`src/rtl/core/ntm_pkg.sv`:
```
`timescale 1ns / 1ps
// Shared types, constants and the byte safety check for the digit display scanner.
// No dependencies.
package ntm_pkg;

    localparam int TUBE_COUNT = 4;
    localparam int IDX_W      = 2;

    localparam logic [7:0] ALL_OFF    = 8'h0F;
    localparam logic [3:0] BLANK_CODE = 4'hF;
    localparam logic [3:0] MAX_DIGIT  = 4'd9;
    localparam logic [7:0] MAX_HOUR   = 8'd23;
    localparam logic [7:0] MAX_MINUTE = 8'd59;
    localparam logic [7:0] MAX_INDIG  = 8'd9;
    localparam logic [15:0] SLOT_TICKS_RST = 16'd1000;
    localparam logic [15:0] TICKS_MAX      = 16'hFFFF;

    localparam int APB_AW = 3;
    localparam int APB_DW = 32;
    localparam logic REG_SLOT_TICKS = 1'b0;

    typedef enum logic [1:0] {
        FUNC_TIME    = 2'd0,
        FUNC_UNIFORM = 2'd1,
        FUNC_BLANK   = 2'd2,
        FUNC_TICK    = 2'd3
    } t_func;

    typedef struct packed {
        logic [7:0] shift_byte;
        logic       display_enabled;
        logic       rejected;
        logic       last;
    } t_result;

    // Safe: no anode active, or exactly one active with a valid BCD digit.
    function automatic logic byte_is_safe(input logic [7:0] v);
        logic [2:0] active;
        active = '0;
        for (int i = 0; i < 4; i++) begin
            if (i < TUBE_COUNT && !v[i]) begin
                active = active + 3'd1;
            end
        end
        return (active == 3'd0) || ((active == 3'd1) && (v[7:4] <= MAX_DIGIT));
    endfunction

endpackage

```
`src/rtl/core/nixie_tube_multiplexer_unit.sv`:
```
`timescale 1ns / 1ps
// Digit display scanner top level: input register, single-pass update, result queue.
// Depends on ntm_pkg.
//
// Takes one input beat per cycle while o_stall is low. Each beat is captured in an input
// register and processed from there once the queue has room; its results are registered
// in a two-entry result queue. Time, uniform and idle/non-due tick beats give no result
// and sustain one beat per cycle. Blank gives one result beat and a due tick gives two
// back-to-back result beats (blanking byte, then tube byte), so a stream of due ticks is
// limited by the single result port. The input stalls only while the queue lacks room
// for the pending beat's results.
module nixie_tube_multiplexer_unit (
    input  logic                        i_clk,
    input  logic                        i_rst_n,
    input  logic                        i_valid,
    output logic                        o_stall,
    input  logic [1:0]                  i_func,
    input  logic [7:0]                  i_hours,
    input  logic [7:0]                  i_minutes,
    input  logic [7:0]                  i_digit,
    output logic                        o_valid,
    input  logic                        i_stall,
    output logic [7:0]                  o_shift_byte,
    output logic                        o_display_enabled,
    output logic                        o_rejected,
    output logic                        o_last,
    input  logic                        psel,
    input  logic                        penable,
    input  logic                        pwrite,
    input  logic [ntm_pkg::APB_AW-1:0]  paddr,
    input  logic [ntm_pkg::APB_DW-1:0]  pwdata,
    output logic [ntm_pkg::APB_DW-1:0]  prdata,
    output logic                        pready
);

    // config
    logic [15:0] r_slot_ticks;

    // input register
    logic                 r_in_valid;
    ntm_pkg::t_func       r_func;
    logic [7:0]           r_hours, r_minutes, r_digit;

    // display state
    logic [3:0]                r_digits [4];
    logic [3:0]                n_digits [4];
    logic                      r_buf_valid, n_buf_valid;
    logic                      r_scan_on, n_scan_on;
    logic [ntm_pkg::IDX_W-1:0] r_index, n_index;
    logic [15:0]               r_ticks, n_ticks;
    logic                      r_first, n_first;
    logic                      r_oe, n_oe;

    // result queue
    ntm_pkg::t_result r_q [2];
    logic             r_head;
    logic [1:0]       r_cnt;

    logic             fire, accept, pop;
    logic [1:0]       n_res;
    ntm_pkg::t_result res0, res1;

    logic [7:0] h_units, m_units;
    logic [1:0] h_tens;
    logic [2:0] m_tens;
    logic [3:0] cur_d;
    logic [7:0] bv, tv;
    logic       ok0, ok1, okb;
    logic [15:0] inc;
    logic       due;
    logic       wp0;
    logic       cfg_wr;

    // config port
    assign pready = 1'b1;
    assign cfg_wr = psel && penable && pwrite && (paddr[2] == ntm_pkg::REG_SLOT_TICKS);
    assign prdata = (paddr[2] == ntm_pkg::REG_SLOT_TICKS) ? {16'd0, r_slot_ticks} : '0;

    always_ff @(posedge i_clk) begin
        if (!i_rst_n) begin
            r_slot_ticks <= ntm_pkg::SLOT_TICKS_RST;
        end else if (cfg_wr) begin
            r_slot_ticks <= pwdata[15:0];
        end
    end

    // handshakes; a slot freed by this cycle's pop counts as room
    assign accept  = i_valid && !o_stall;
    assign o_stall = r_in_valid && !fire;
    assign o_valid = (r_cnt != 2'd0);
    assign pop     = o_valid && !i_stall;
    assign fire    = r_in_valid &&
                     ({1'b0, n_res} <= (3'd2 - {1'b0, r_cnt} + {2'd0, pop}));

    always_ff @(posedge i_clk) begin
        if (!i_rst_n) begin
            r_in_valid <= 1'b0;
        end else if (accept) begin
            r_in_valid <= 1'b1;
        end else if (fire) begin
            r_in_valid <= 1'b0;
        end
    end

    always_ff @(posedge i_clk) begin
        if (accept) begin
            r_func    <= ntm_pkg::t_func'(i_func);
            r_hours   <= i_hours;
            r_minutes <= i_minutes;
            r_digit   <= i_digit;
        end
    end

    // digit split for in-range time values
    always_comb begin
        if (r_hours >= 8'd20) begin
            h_tens = 2'd2;
        end else if (r_hours >= 8'd10) begin
            h_tens = 2'd1;
        end else begin
            h_tens = 2'd0;
        end
        h_units = r_hours - (8'd10 * {6'd0, h_tens});
        if (r_minutes >= 8'd50) begin
            m_tens = 3'd5;
        end else if (r_minutes >= 8'd40) begin
            m_tens = 3'd4;
        end else if (r_minutes >= 8'd30) begin
            m_tens = 3'd3;
        end else if (r_minutes >= 8'd20) begin
            m_tens = 3'd2;
        end else if (r_minutes >= 8'd10) begin
            m_tens = 3'd1;
        end else begin
            m_tens = 3'd0;
        end
        m_units = r_minutes - (8'd10 * {5'd0, m_tens});
    end

    // scan bytes for the current tube
    always_comb begin
        cur_d = r_digits[r_index];
        bv    = ntm_pkg::ALL_OFF;
        tv    = ntm_pkg::ALL_OFF;
        if (cur_d <= ntm_pkg::MAX_DIGIT) begin
            bv = ntm_pkg::ALL_OFF | {cur_d, 4'd0};
            tv = (ntm_pkg::ALL_OFF & ~(8'd1 << r_index)) | {cur_d, 4'd0};
        end
        ok0 = ntm_pkg::byte_is_safe(bv);
        ok1 = ntm_pkg::byte_is_safe(tv);
        okb = ntm_pkg::byte_is_safe(ntm_pkg::ALL_OFF);
        inc = (r_ticks == ntm_pkg::TICKS_MAX) ? r_ticks : r_ticks + 16'd1;
        due = r_first || (inc >= r_slot_ticks);
    end

    always_comb begin
        n_digits    = r_digits;
        n_buf_valid = r_buf_valid;
        n_scan_on   = r_scan_on;
        n_index     = r_index;
        n_ticks     = r_ticks;
        n_first     = r_first;
        n_oe        = r_oe;
        n_res       = 2'd0;
        res0        = '0;
        res1        = '0;
        case (r_func)
            ntm_pkg::FUNC_TIME: begin
                if (r_hours <= ntm_pkg::MAX_HOUR && r_minutes <= ntm_pkg::MAX_MINUTE) begin
                    n_digits[0] = (h_tens == 2'd0) ? ntm_pkg::BLANK_CODE : {2'd0, h_tens};
                    n_digits[1] = h_units[3:0];
                    n_digits[2] = {1'b0, m_tens};
                    n_digits[3] = m_units[3:0];
                    n_buf_valid = 1'b1;
                    if (!r_scan_on) begin
                        n_scan_on = 1'b1;
                        n_index   = '0;
                        n_first   = 1'b1;
                    end
                end
            end
            ntm_pkg::FUNC_UNIFORM: begin
                if (r_digit <= ntm_pkg::MAX_INDIG) begin
                    for (int i = 0; i < 4; i++) begin
                        n_digits[i] = r_digit[3:0];
                    end
                    n_buf_valid = 1'b1;
                    if (!r_scan_on) begin
                        n_scan_on = 1'b1;
                        n_index   = '0;
                        n_first   = 1'b1;
                    end
                end
            end
            ntm_pkg::FUNC_BLANK: begin
                n_scan_on = 1'b0;
                n_oe      = okb ? r_oe : 1'b0;
                n_res     = 2'd1;
                res0      = '{shift_byte: ntm_pkg::ALL_OFF, display_enabled: n_oe,
                              rejected: !okb, last: 1'b1};
            end
            ntm_pkg::FUNC_TICK: begin
                if (r_scan_on && r_buf_valid) begin
                    if (!r_first) begin
                        n_ticks = inc;
                    end
                    if (due) begin
                        n_ticks = '0;
                        n_first = 1'b0;
                        n_oe    = ok1;
                        n_res   = 2'd2;
                        res0    = '{shift_byte: ok0 ? bv : ntm_pkg::ALL_OFF,
                                    display_enabled: 1'b1, rejected: !ok0, last: 1'b0};
                        res1    = '{shift_byte: ok1 ? tv : ntm_pkg::ALL_OFF,
                                    display_enabled: ok1, rejected: !ok1, last: 1'b1};
                        // advance modulo the tube count
                        n_index = (r_index == ntm_pkg::IDX_W'(ntm_pkg::TUBE_COUNT - 1)) ?
                                  '0 : r_index + 1'b1;
                    end
                end
            end
            default: begin
                n_res = 2'd0;
            end
        endcase
    end

    always_ff @(posedge i_clk) begin
        if (!i_rst_n) begin
            for (int i = 0; i < 4; i++) begin
                r_digits[i] <= ntm_pkg::BLANK_CODE;
            end
            r_buf_valid <= 1'b0;
            r_scan_on   <= 1'b0;
            r_index     <= '0;
            r_ticks     <= '0;
            r_first     <= 1'b1;
            r_oe        <= 1'b0;
        end else if (fire) begin
            r_digits    <= n_digits;
            r_buf_valid <= n_buf_valid;
            r_scan_on   <= n_scan_on;
            r_index     <= n_index;
            r_ticks     <= n_ticks;
            r_first     <= n_first;
            r_oe        <= n_oe;
        end
    end

    // result queue: up to two writes, one pop per cycle
    assign wp0 = r_head ^ r_cnt[0];

    always_ff @(posedge i_clk) begin
        if (!i_rst_n) begin
            r_head <= 1'b0;
            r_cnt  <= 2'd0;
        end else begin
            r_head <= r_head ^ pop;
            r_cnt  <= r_cnt + (fire ? n_res : 2'd0) - {1'b0, pop};
        end
    end

    always_ff @(posedge i_clk) begin
        if (fire && n_res != 2'd0) begin
            r_q[wp0] <= res0;
        end
        if (fire && n_res == 2'd2) begin
            r_q[~wp0] <= res1;
        end
    end

    assign o_shift_byte      = r_q[r_head].shift_byte;
    assign o_display_enabled = r_q[r_head].display_enabled;
    assign o_rejected        = r_q[r_head].rejected;
    assign o_last            = r_q[r_head].last;

endmodule

```
`config.mk`:
```
export PLATFORM = sky130hd
export DESIGN_NAME = nixie_tube_multiplexer_unit
export DESIGN_NICKNAME = d
export VERILOG_FILES = /design/src/rtl/core/ntm_pkg.sv /design/src/rtl/core/nixie_tube_multiplexer_unit.sv
export SDC_FILE = /design/constraint.sdc
export NUM_CORES = 1
export LEC_CHECK = 0
export BUFFER_PORTS_ARGS = -buffer_cell sky130_fd_sc_hd__buf_4
export CAP_MARGIN = 20
export CORE_AREA = 2 2 103 105
export CTS_BUF_LIST = sky130_fd_sc_hd__clkbuf_8
export DETAILED_ROUTE_END_ITERATION = 10
export DIE_AREA = 0 0 105 107
export PLACE_DENSITY = 0.92
export SKIP_LAST_GASP = 1
export SLEW_MARGIN = 20
export SYNTH_ARGS = -nofsm -noshare
export SYNTH_HDL_FRONTEND = slang
export SYNTH_SLANG_ARGS = --single-unit
export TNS_END_PERCENT = 50
```
`constraint.sdc`:
```
create_clock -name i_clk -period 7.92 [get_ports i_clk]
set_input_delay 1.584 -clock i_clk [delete_from_list [all_inputs] [get_ports i_clk]]
set_output_delay 1.584 -clock i_clk [all_outputs]
set_load 0.005 [all_outputs]
```
* Yosys cells after proc, flatten, opt, wreduce, memory -nomap -nowiden *
Memory sizes are Yosys's and may differ from the RTL's. A register that Yosys moved wholly into a read port is not among the register bits.
Index checks and enable logic that the tools add are counted.

storage, ports and cells
  flip-flop bits (word level) = 84
  RAM bits = 22
  bits of input ports = 68
  output and inout bits = 46
  word-level logic and storage cells = 172
  memories = 1

memories
  name  depth  bits a word  rd ports  clocked after Yosys merged registers in  wr ports  line                               source
  r_q   2      11           1         1                                        2         nixie_tube_multiplexer_unit.sv:55  ntm_pkg::t_result r_q [2];

operators by class
  add/sub/neg operators = 14
  multipliers = 2
  order comparisons = 16
  equality and inequality tests = 13
  shift operators = 1
  multiplexer cells = 64
  bitwise logic cells = 7
  reductions and logical operators = 36

operators with widths
  operator                 number
  $mux W16                 6
  $mux W11                 5
  $mux W8                  4
  $pmux W16 S2             1
  $ge A8 B5 Y1 const B     3
  $mux W2                  12
  $mux W3                  8
  $pmux W11 S2             1
  $add A3 B1 Y3 const B    6
  $mux W1                  18
  $add A16 B1 Y16 const B  1
  $eq A16 B16 Y1 const B   1
  $ge A16 B16 Y1           1
  $ge A8 B4 Y1 const B     2
  $ge A8 B6 Y1 const B     2
  $reduce_and A4 Y1        4
  $logic_and A1 B1 Y1      13
  $le A4 B4 Y1 const B     3
  $mux W4                  3
  $bmux W4 S2              1
  $eq A2 B2 Y1 const B     4
  $le A8 B4 Y1 const B     1
  $le A8 B5 Y1 const B     1
  $le A8 B6 Y1 const B     1
  31 further kinds         51

* Logic depth before layout (Yosys ltp) *
  depth after elaboration = 20
  depth in mapped cells = 23
  gate-level depth less buffers = 22

* Worst setup path after synthesis *
Ideal clock, no wire load.

  path kind = reg-to-reg
  start = register r_ticks[0]
  end = register r_digit[0], enable pin
  setup time = 0.412 ns
  arrival time = 4.795 ns
  data required time = 7.508 ns
  slack = 2.713 ns
  cell stages (with the launch flop) = 16
  buffers on the path = 0
  clock period less this slack = 5.207 ns
  cell sequence = dfxtp_1 > ha_1 > nand3_1 > nor3_1 > nand2_1 > mux2_2 > ha_1 > o21ai_0 > o21ai_1 > a2111oi_4 > a21boi_2 > ha_1 > nor2b_1 > o21ai_1 > nor2_1 > nor2b_1

between the ends
  longest elaborated chain between the ends = 13
  elaborated cells on any way between the ends = 14
  classes of those cells = add/sub: 1; order compare: 2; eq/ne: 1; mux: 4; reduce/logical: 6

RTL lines
  element                                            line                                source
  start: declaration                                 nixie_tube_multiplexer_unit.sv:50   logic [15:0] r_ticks, n_ticks;
  start signal: assignment                           nixie_tube_multiplexer_unit.sv:244  r_ticks <= n_ticks;
  $add A16 B1 Y16 or $eq A16 B16 Y1 (tied branches)  nixie_tube_multiplexer_unit.sv:152  inc = (r_ticks == ntm_pkg::TICKS_MAX) ? r_ticks : r_ticks + 16'd1;
  $mux W16 *                                         nixie_tube_multiplexer_unit.sv:152
  $ge A16 B16 Y1 *                                   nixie_tube_multiplexer_unit.sv:153  due = r_first || (inc >= r_slot_ticks);
  $logic_or A1 B1 Y1 *                               nixie_tube_multiplexer_unit.sv:153
  $mux W2 *                                          nixie_tube_multiplexer_unit.sv:207  if (due) begin
  $mux W2 *                                          nixie_tube_multiplexer_unit.sv:203  if (r_scan_on && r_buf_valid) begin
  $pmux W2 S2 *                                      nixie_tube_multiplexer_unit.sv:167  case (r_func)
  $le A2 B3 Y1 *                                     nixie_tube_multiplexer_unit.sv:93   ({1'b0, n_res} <= (3'd2 - {1'b0, r_cnt} + {2'd0, pop}));
  $logic_and A1 B1 Y1 *                              nixie_tube_multiplexer_unit.sv:92   assign fire = r_in_valid &&
  $logic_not A1 Y1 *                                 nixie_tube_multiplexer_unit.sv:89   assign o_stall = r_in_valid && !fire;
  $logic_and A1 B1 Y1 *                              nixie_tube_multiplexer_unit.sv:89
  named net o_stall                                  nixie_tube_multiplexer_unit.sv:16   output logic o_stall,
  $logic_not A1 Y1 *                                 nixie_tube_multiplexer_unit.sv:88   assign accept = i_valid && !o_stall;
  $logic_and A1 B1 Y1 *                              nixie_tube_multiplexer_unit.sv:88
  named net accept                                   nixie_tube_multiplexer_unit.sv:59   logic fire, accept, pop;
  end signal: assignment                             nixie_tube_multiplexer_unit.sv:110  r_digit <= i_digit;
  end: declaration                                   nixie_tube_multiplexer_unit.sv:42   logic [7:0] r_hours, r_minutes, r_digit;

The timed path passes the listed nets; every way through them passes the cells marked *.
A chain may end at the register's enable or synchronous reset.

* Worst setup path in the final report *
  start = register r_ticks[0]
  end = output o_stall

between the ends
  longest elaborated chain between the ends = 11
  elaborated cells on any way between the ends = 12
  classes of those cells = add/sub: 1; order compare: 2; eq/ne: 1; mux: 4; reduce/logical: 4

RTL lines
  element                                            line
  $add A16 B1 Y16 or $eq A16 B16 Y1 (tied branches)  nixie_tube_multiplexer_unit.sv:152
  $mux W16 *                                         nixie_tube_multiplexer_unit.sv:152
  $ge A16 B16 Y1 *                                   nixie_tube_multiplexer_unit.sv:153
  $logic_or A1 B1 Y1 *                               nixie_tube_multiplexer_unit.sv:153
  $mux W2 *                                          nixie_tube_multiplexer_unit.sv:207
  $mux W2 *                                          nixie_tube_multiplexer_unit.sv:203
  $pmux W2 S2 *                                      nixie_tube_multiplexer_unit.sv:167
  $le A2 B3 Y1 *                                     nixie_tube_multiplexer_unit.sv:93
  $logic_and A1 B1 Y1 *                              nixie_tube_multiplexer_unit.sv:92
  $logic_not A1 Y1 *                                 nixie_tube_multiplexer_unit.sv:89
  $logic_and A1 B1 Y1 *                              nixie_tube_multiplexer_unit.sv:89
  end: declaration                                   nixie_tube_multiplexer_unit.sv:16

Mark *: on every way between the ends. The rest lies on a longest branch, timed or not.

==> summary.md <==
| Metric | Value |
|---|---|
| Result of the run | finished clean |
| Dominant delay contributor by cell family on the critical path | compound AO/OA/AOI/OAI gates |
| Final period utilization | 82.4% |
| Die extent in x | 105 µm |
| Fill cell count | 776 |
| Capture endpoint of the worst hold path | r_buf_valid |
| Static power due to leakage | 0.00280 µW |
| Fin Setup TNS | 0 ns |
| Post-synth EDFFs | 48 |
| Final setup violating endpoints | 0 |
| Avg Synthesized Cell Area | 9.87 µm² |
| CTS Root Cell | clkbuf_8 |
| Clock sink total | 107 |
| CP max stage cell | a2111oi_4 |
| Number of H-tree branching levels | 3 |
| P_sw | 329 µW |
| Total area of multi-input combinational cells | 2970 µm² |
| Yosys warns | 0 |
| Synth-to-Final Area Change | 13.5% |
| Post-Syn Instances | 600 |
| Number of global-route vias before repair | 4445 |
| Number of unique standard cell types used by synthesis | 68 |
| Power per cell area | 182 nW/µm² |
| Total placed cells including tap cells | 792 |
| Global placement routability congestion | 0.921 |
| Data required time at the worst endpoint | 6.34 ns |
| Reported max-cap violation count | 0 |
| Area of the die | 11200 µm² |
| Rows | 37 |
| Clock buffer count from CTS | 9 |
| Ant diodes | 0 |
| I/O Buffers | 78 |
| IO Pins | 114 |
| Buffering stage count on the worst path with inverters included | 1 |
| Reg-to-reg critical path endpoint | r_digits[11] |
| Clock Tree Buf Depth | 2 |
| Biggest cell delay along the critical path | 0.60 ns |
| Global-route congestion overflow total | 0 |
| Critical-path maximum fanout | 10 |
| Clock tree from TritonCTS | yes |
| Worst Hold Path Cells | 2 |
| Share of the synthesized area in the top cell type | 24.3% |
| Starting utilization of the core area | 58.7% |
| Maximum clock frequency | 153 MHz |
| Die height | 107 µm |
| Maximum resistive drop on vdd | 0.138 mV |
| Register share of total power | 52.4% |
| Actual transition at the worst max-transition pin | 0.881 ns |
| Core area | 10100 µm² |
| Start-to-end type of the worst setup path | flip-flop to output pin |
| Cell-by-cell listing of the critical path | ha_1 -> nand3_1 -> nor3_1 -> nand2_1 -> mux2_2 -> ha_1 -> o21ai_0 -> o21ai_1 -> a2111oi_4 -> a21boi_2 -> ha_1 -> nor2b_1 -> o21ai_1 -> nor2_1 -> buf_4 |
| Worst Setup Start Kind | flip-flop |
| Maximum number of pins on one net before global-route repair | 44 |
| DRC viols | 0 |
| Clock network power share | 30.3% |
| Worst Skew | 0.00945 ns |
| Number of cells on the worst reg-to-reg path | 16 |
| Top cells by area in the synthesized netlist | edfxtp_1 (24%), dfxtp_1 (20%), ha_1 (6.8%), nand2_1 (4.2%), o21ai_0 (2.4%) |
| Gr usage total | 22.5% |
| Synthesized flop and latch total | 107 |
| ANT nets after route | 0 |
| R2R Setup Slk | 2.25 ns |
| Netlist area before placement | 5920 µm² |
| Number of nets in the layout | 769 |
| Type of the most critical hold path | flip-flop to flip-flop |
| Capturing element type of the critical path | output pin |
| Share of async-settable or async-resettable flops after synthesis | 0% |
| Time the worst path needs with I/O delays and setup | 6.53 ns |
| Most Frequent Cell on Critical Path | ha_1 |
| Detailed-route wire length per cell | 15.2 µm |
| Routed Wire Length | 12300 µm |
| Switching share of power | 26.9% |
| Gates resized, CTS repair | 0 |
| List of most frequent post-synthesis cells | nand2_1 (66), dfxtp_1 (59), edfxtp_1 (48), inv_1 (38), nor2_1 (38) |
| Combinational cell fraction of total power | 17.3% |
| Arrival time of the worst setup path | 4.94 ns |
| Antenna violations before repair | 0 |
| Global-route wire length before repair | 20700 µm |
| Post-synth top flop | dfxtp_1 |
| Rel. slew slack | 41.3% |
| Non-filler instance count after layout | 808 |
| Final-report hold violation count | 0 |
| First-pass DRT Iterations | 6 |
| Cell type with the highest aggregate area in the netlist | edfxtp_1 |
| Sequential area share after synthesis | 44.3% |
| Leading cell type by number of instances after synthesis | nand2_1 |
| Via-to-Cell Ratio | 5.74 |
| Share of layout cells above drive strength 1 | 19.9% |
| Number of pins with negative max-slew slack in the final report | 0 |
| Worst reg2reg path startpoint | r_ticks[0] |
| Post-CTS setup buffer count | 0 |
| Via total after detailed routing | 4640 |
| Area of all sequential standard cells | 2620 µm² |
| Worst hold path startpoint | r_buf_valid |
| Clock latency on the worst-skew pair | 0.38 ns |
| Final HPWL from detailed placement | 9160 µm |
| Setup repair after global routing missed its margin | false |
| Clock transition at the registers of the reported paths | 0.10 ns |
| Hold_buf cts | 0 |
| Number of DRC markers after the initial detailed-route iteration | 287 |
| Int Pwr | 894 µW |
[worst max path at each step]
stage / cells after the start / slack, ns / to / from
after floorplan: 15 / 2.71 / r_digit[0] / r_ticks[0]
after global placement: 15 / 2.06 / o_stall / r_ticks[0]
after detailed placement: 15 / 1.97 / o_stall / r_ticks[0]
after CTS: 15 / 1.49 / o_stall / r_ticks[0]
after global routing: 16 / 1.05 / o_stall / r_ticks[0]
final: 15 / 1.39 / o_stall / r_ticks[0]
[cells in the final DEF, fill, tap and decap left out, types with 8 or more instances in the layout]
cell type,netlist,routed
nand2_1,66,66
nor2b_1,13,12
o211ai_1,15,15
and2_1,9,9
a21boi_0,13,13
xor2_1,8,8
clkbuf_8,0,9
o21ai_0,29,29
buf_4,19,80
dfxtp_1,59,59
conb_1,2,17
a21oi_1,26,26
nor2_1,38,38
edfxtp_1,48,48
nand3_1,15,15
mux2_2,12,12
a31oi_1,10,10
inv_1,38,38
ha_1,32,32
nand4_1,8,8
xnor2_1,13,13
[flip-flops by register name, summed over array words and instances (netlist names), 2 cells and up, named ones only]
register / flops
r_digits: 16
r_q: 22
r_slot_ticks: 16
r_hours: 8
r_cnt: 2
r_ticks: 16
r_func: 2
r_index: 2
r_minutes: 8
r_digit: 8
[cell type report]
| class | count | area share [%] |
|---|---|---|
| inverter | 38 | 2.12 |
| sequential | 107 | 39.0 |
| tap | 136 | 2.53 |
| clock inverter | 7 | 1.43 |
| multi-input combinational | 431 | 44.2 |
| timing repair buffer | 80 | 8.93 |
| clock buffer | 9 | 1.84 |
[metal layers]
| metal | routed length [µm] | global-route usage (%) | share of wire (%) | vias up |
|---|---|---|---|---|
| met4 | 178 | 6.48 | 1.5 | 0 |
| li1 | - | - | - | 2236 |
| met3 | 616 | 4.44 | 5.0 | 25 |
| met1 | 5350 | 29.2 | 44 | 2218 |
| met5 | 0 | 0 | 0 | - |
| met2 | 6110 | 38.6 | 50 | 161 |
[per-stage QoR]
step	area, µm²	hold slack (ns)	utilization [%]	total power (µW)	setup slack, ns
after global placement	6500	0.431	64.4	847	2.06
after global routing	6730	0.482	66.7	1270	1.05
final	6730	0.473	66.7	1220	1.39
after floorplan	5980	0.421	-	788	2.71
after detailed placement	6500	0.445	64.4	862	1.97
after CTS	6720	0.470	66.6	1220	1.49
[power by group through the flow]
stage	logic (µW)	registers (µW)	clock network (µW)
finish	212	640	370
global route	235	645	392
CTS	211	640	373
global placement	197	650	0
detailed placement	209	653	0
floorplan	148	640	0
[worst min-delay path: cells and delay by family (launching register included)]
kind	cells	cell delay, ns
DFF	1	0.32
AOI/OAI and AO/OA	1	0.07
buffers and inverters	1	0.05
[cell families after synthesis]
logic type | Yosys count | synth area share (%)
other | 2 | 0.127
adder cells (fa/ha/maj) | 34 | 7.43
AND/OR/NAND/NOR | 194 | 16.7
XOR/XNOR | 21 | 3.10
multiplexers | 23 | 5.07
AO/OA/AOI/OAI | 142 | 16.6
buffers and inverters | 77 | 6.67
flip-flops | 107 | 44.3
Power figures use the tool's default switching activity.
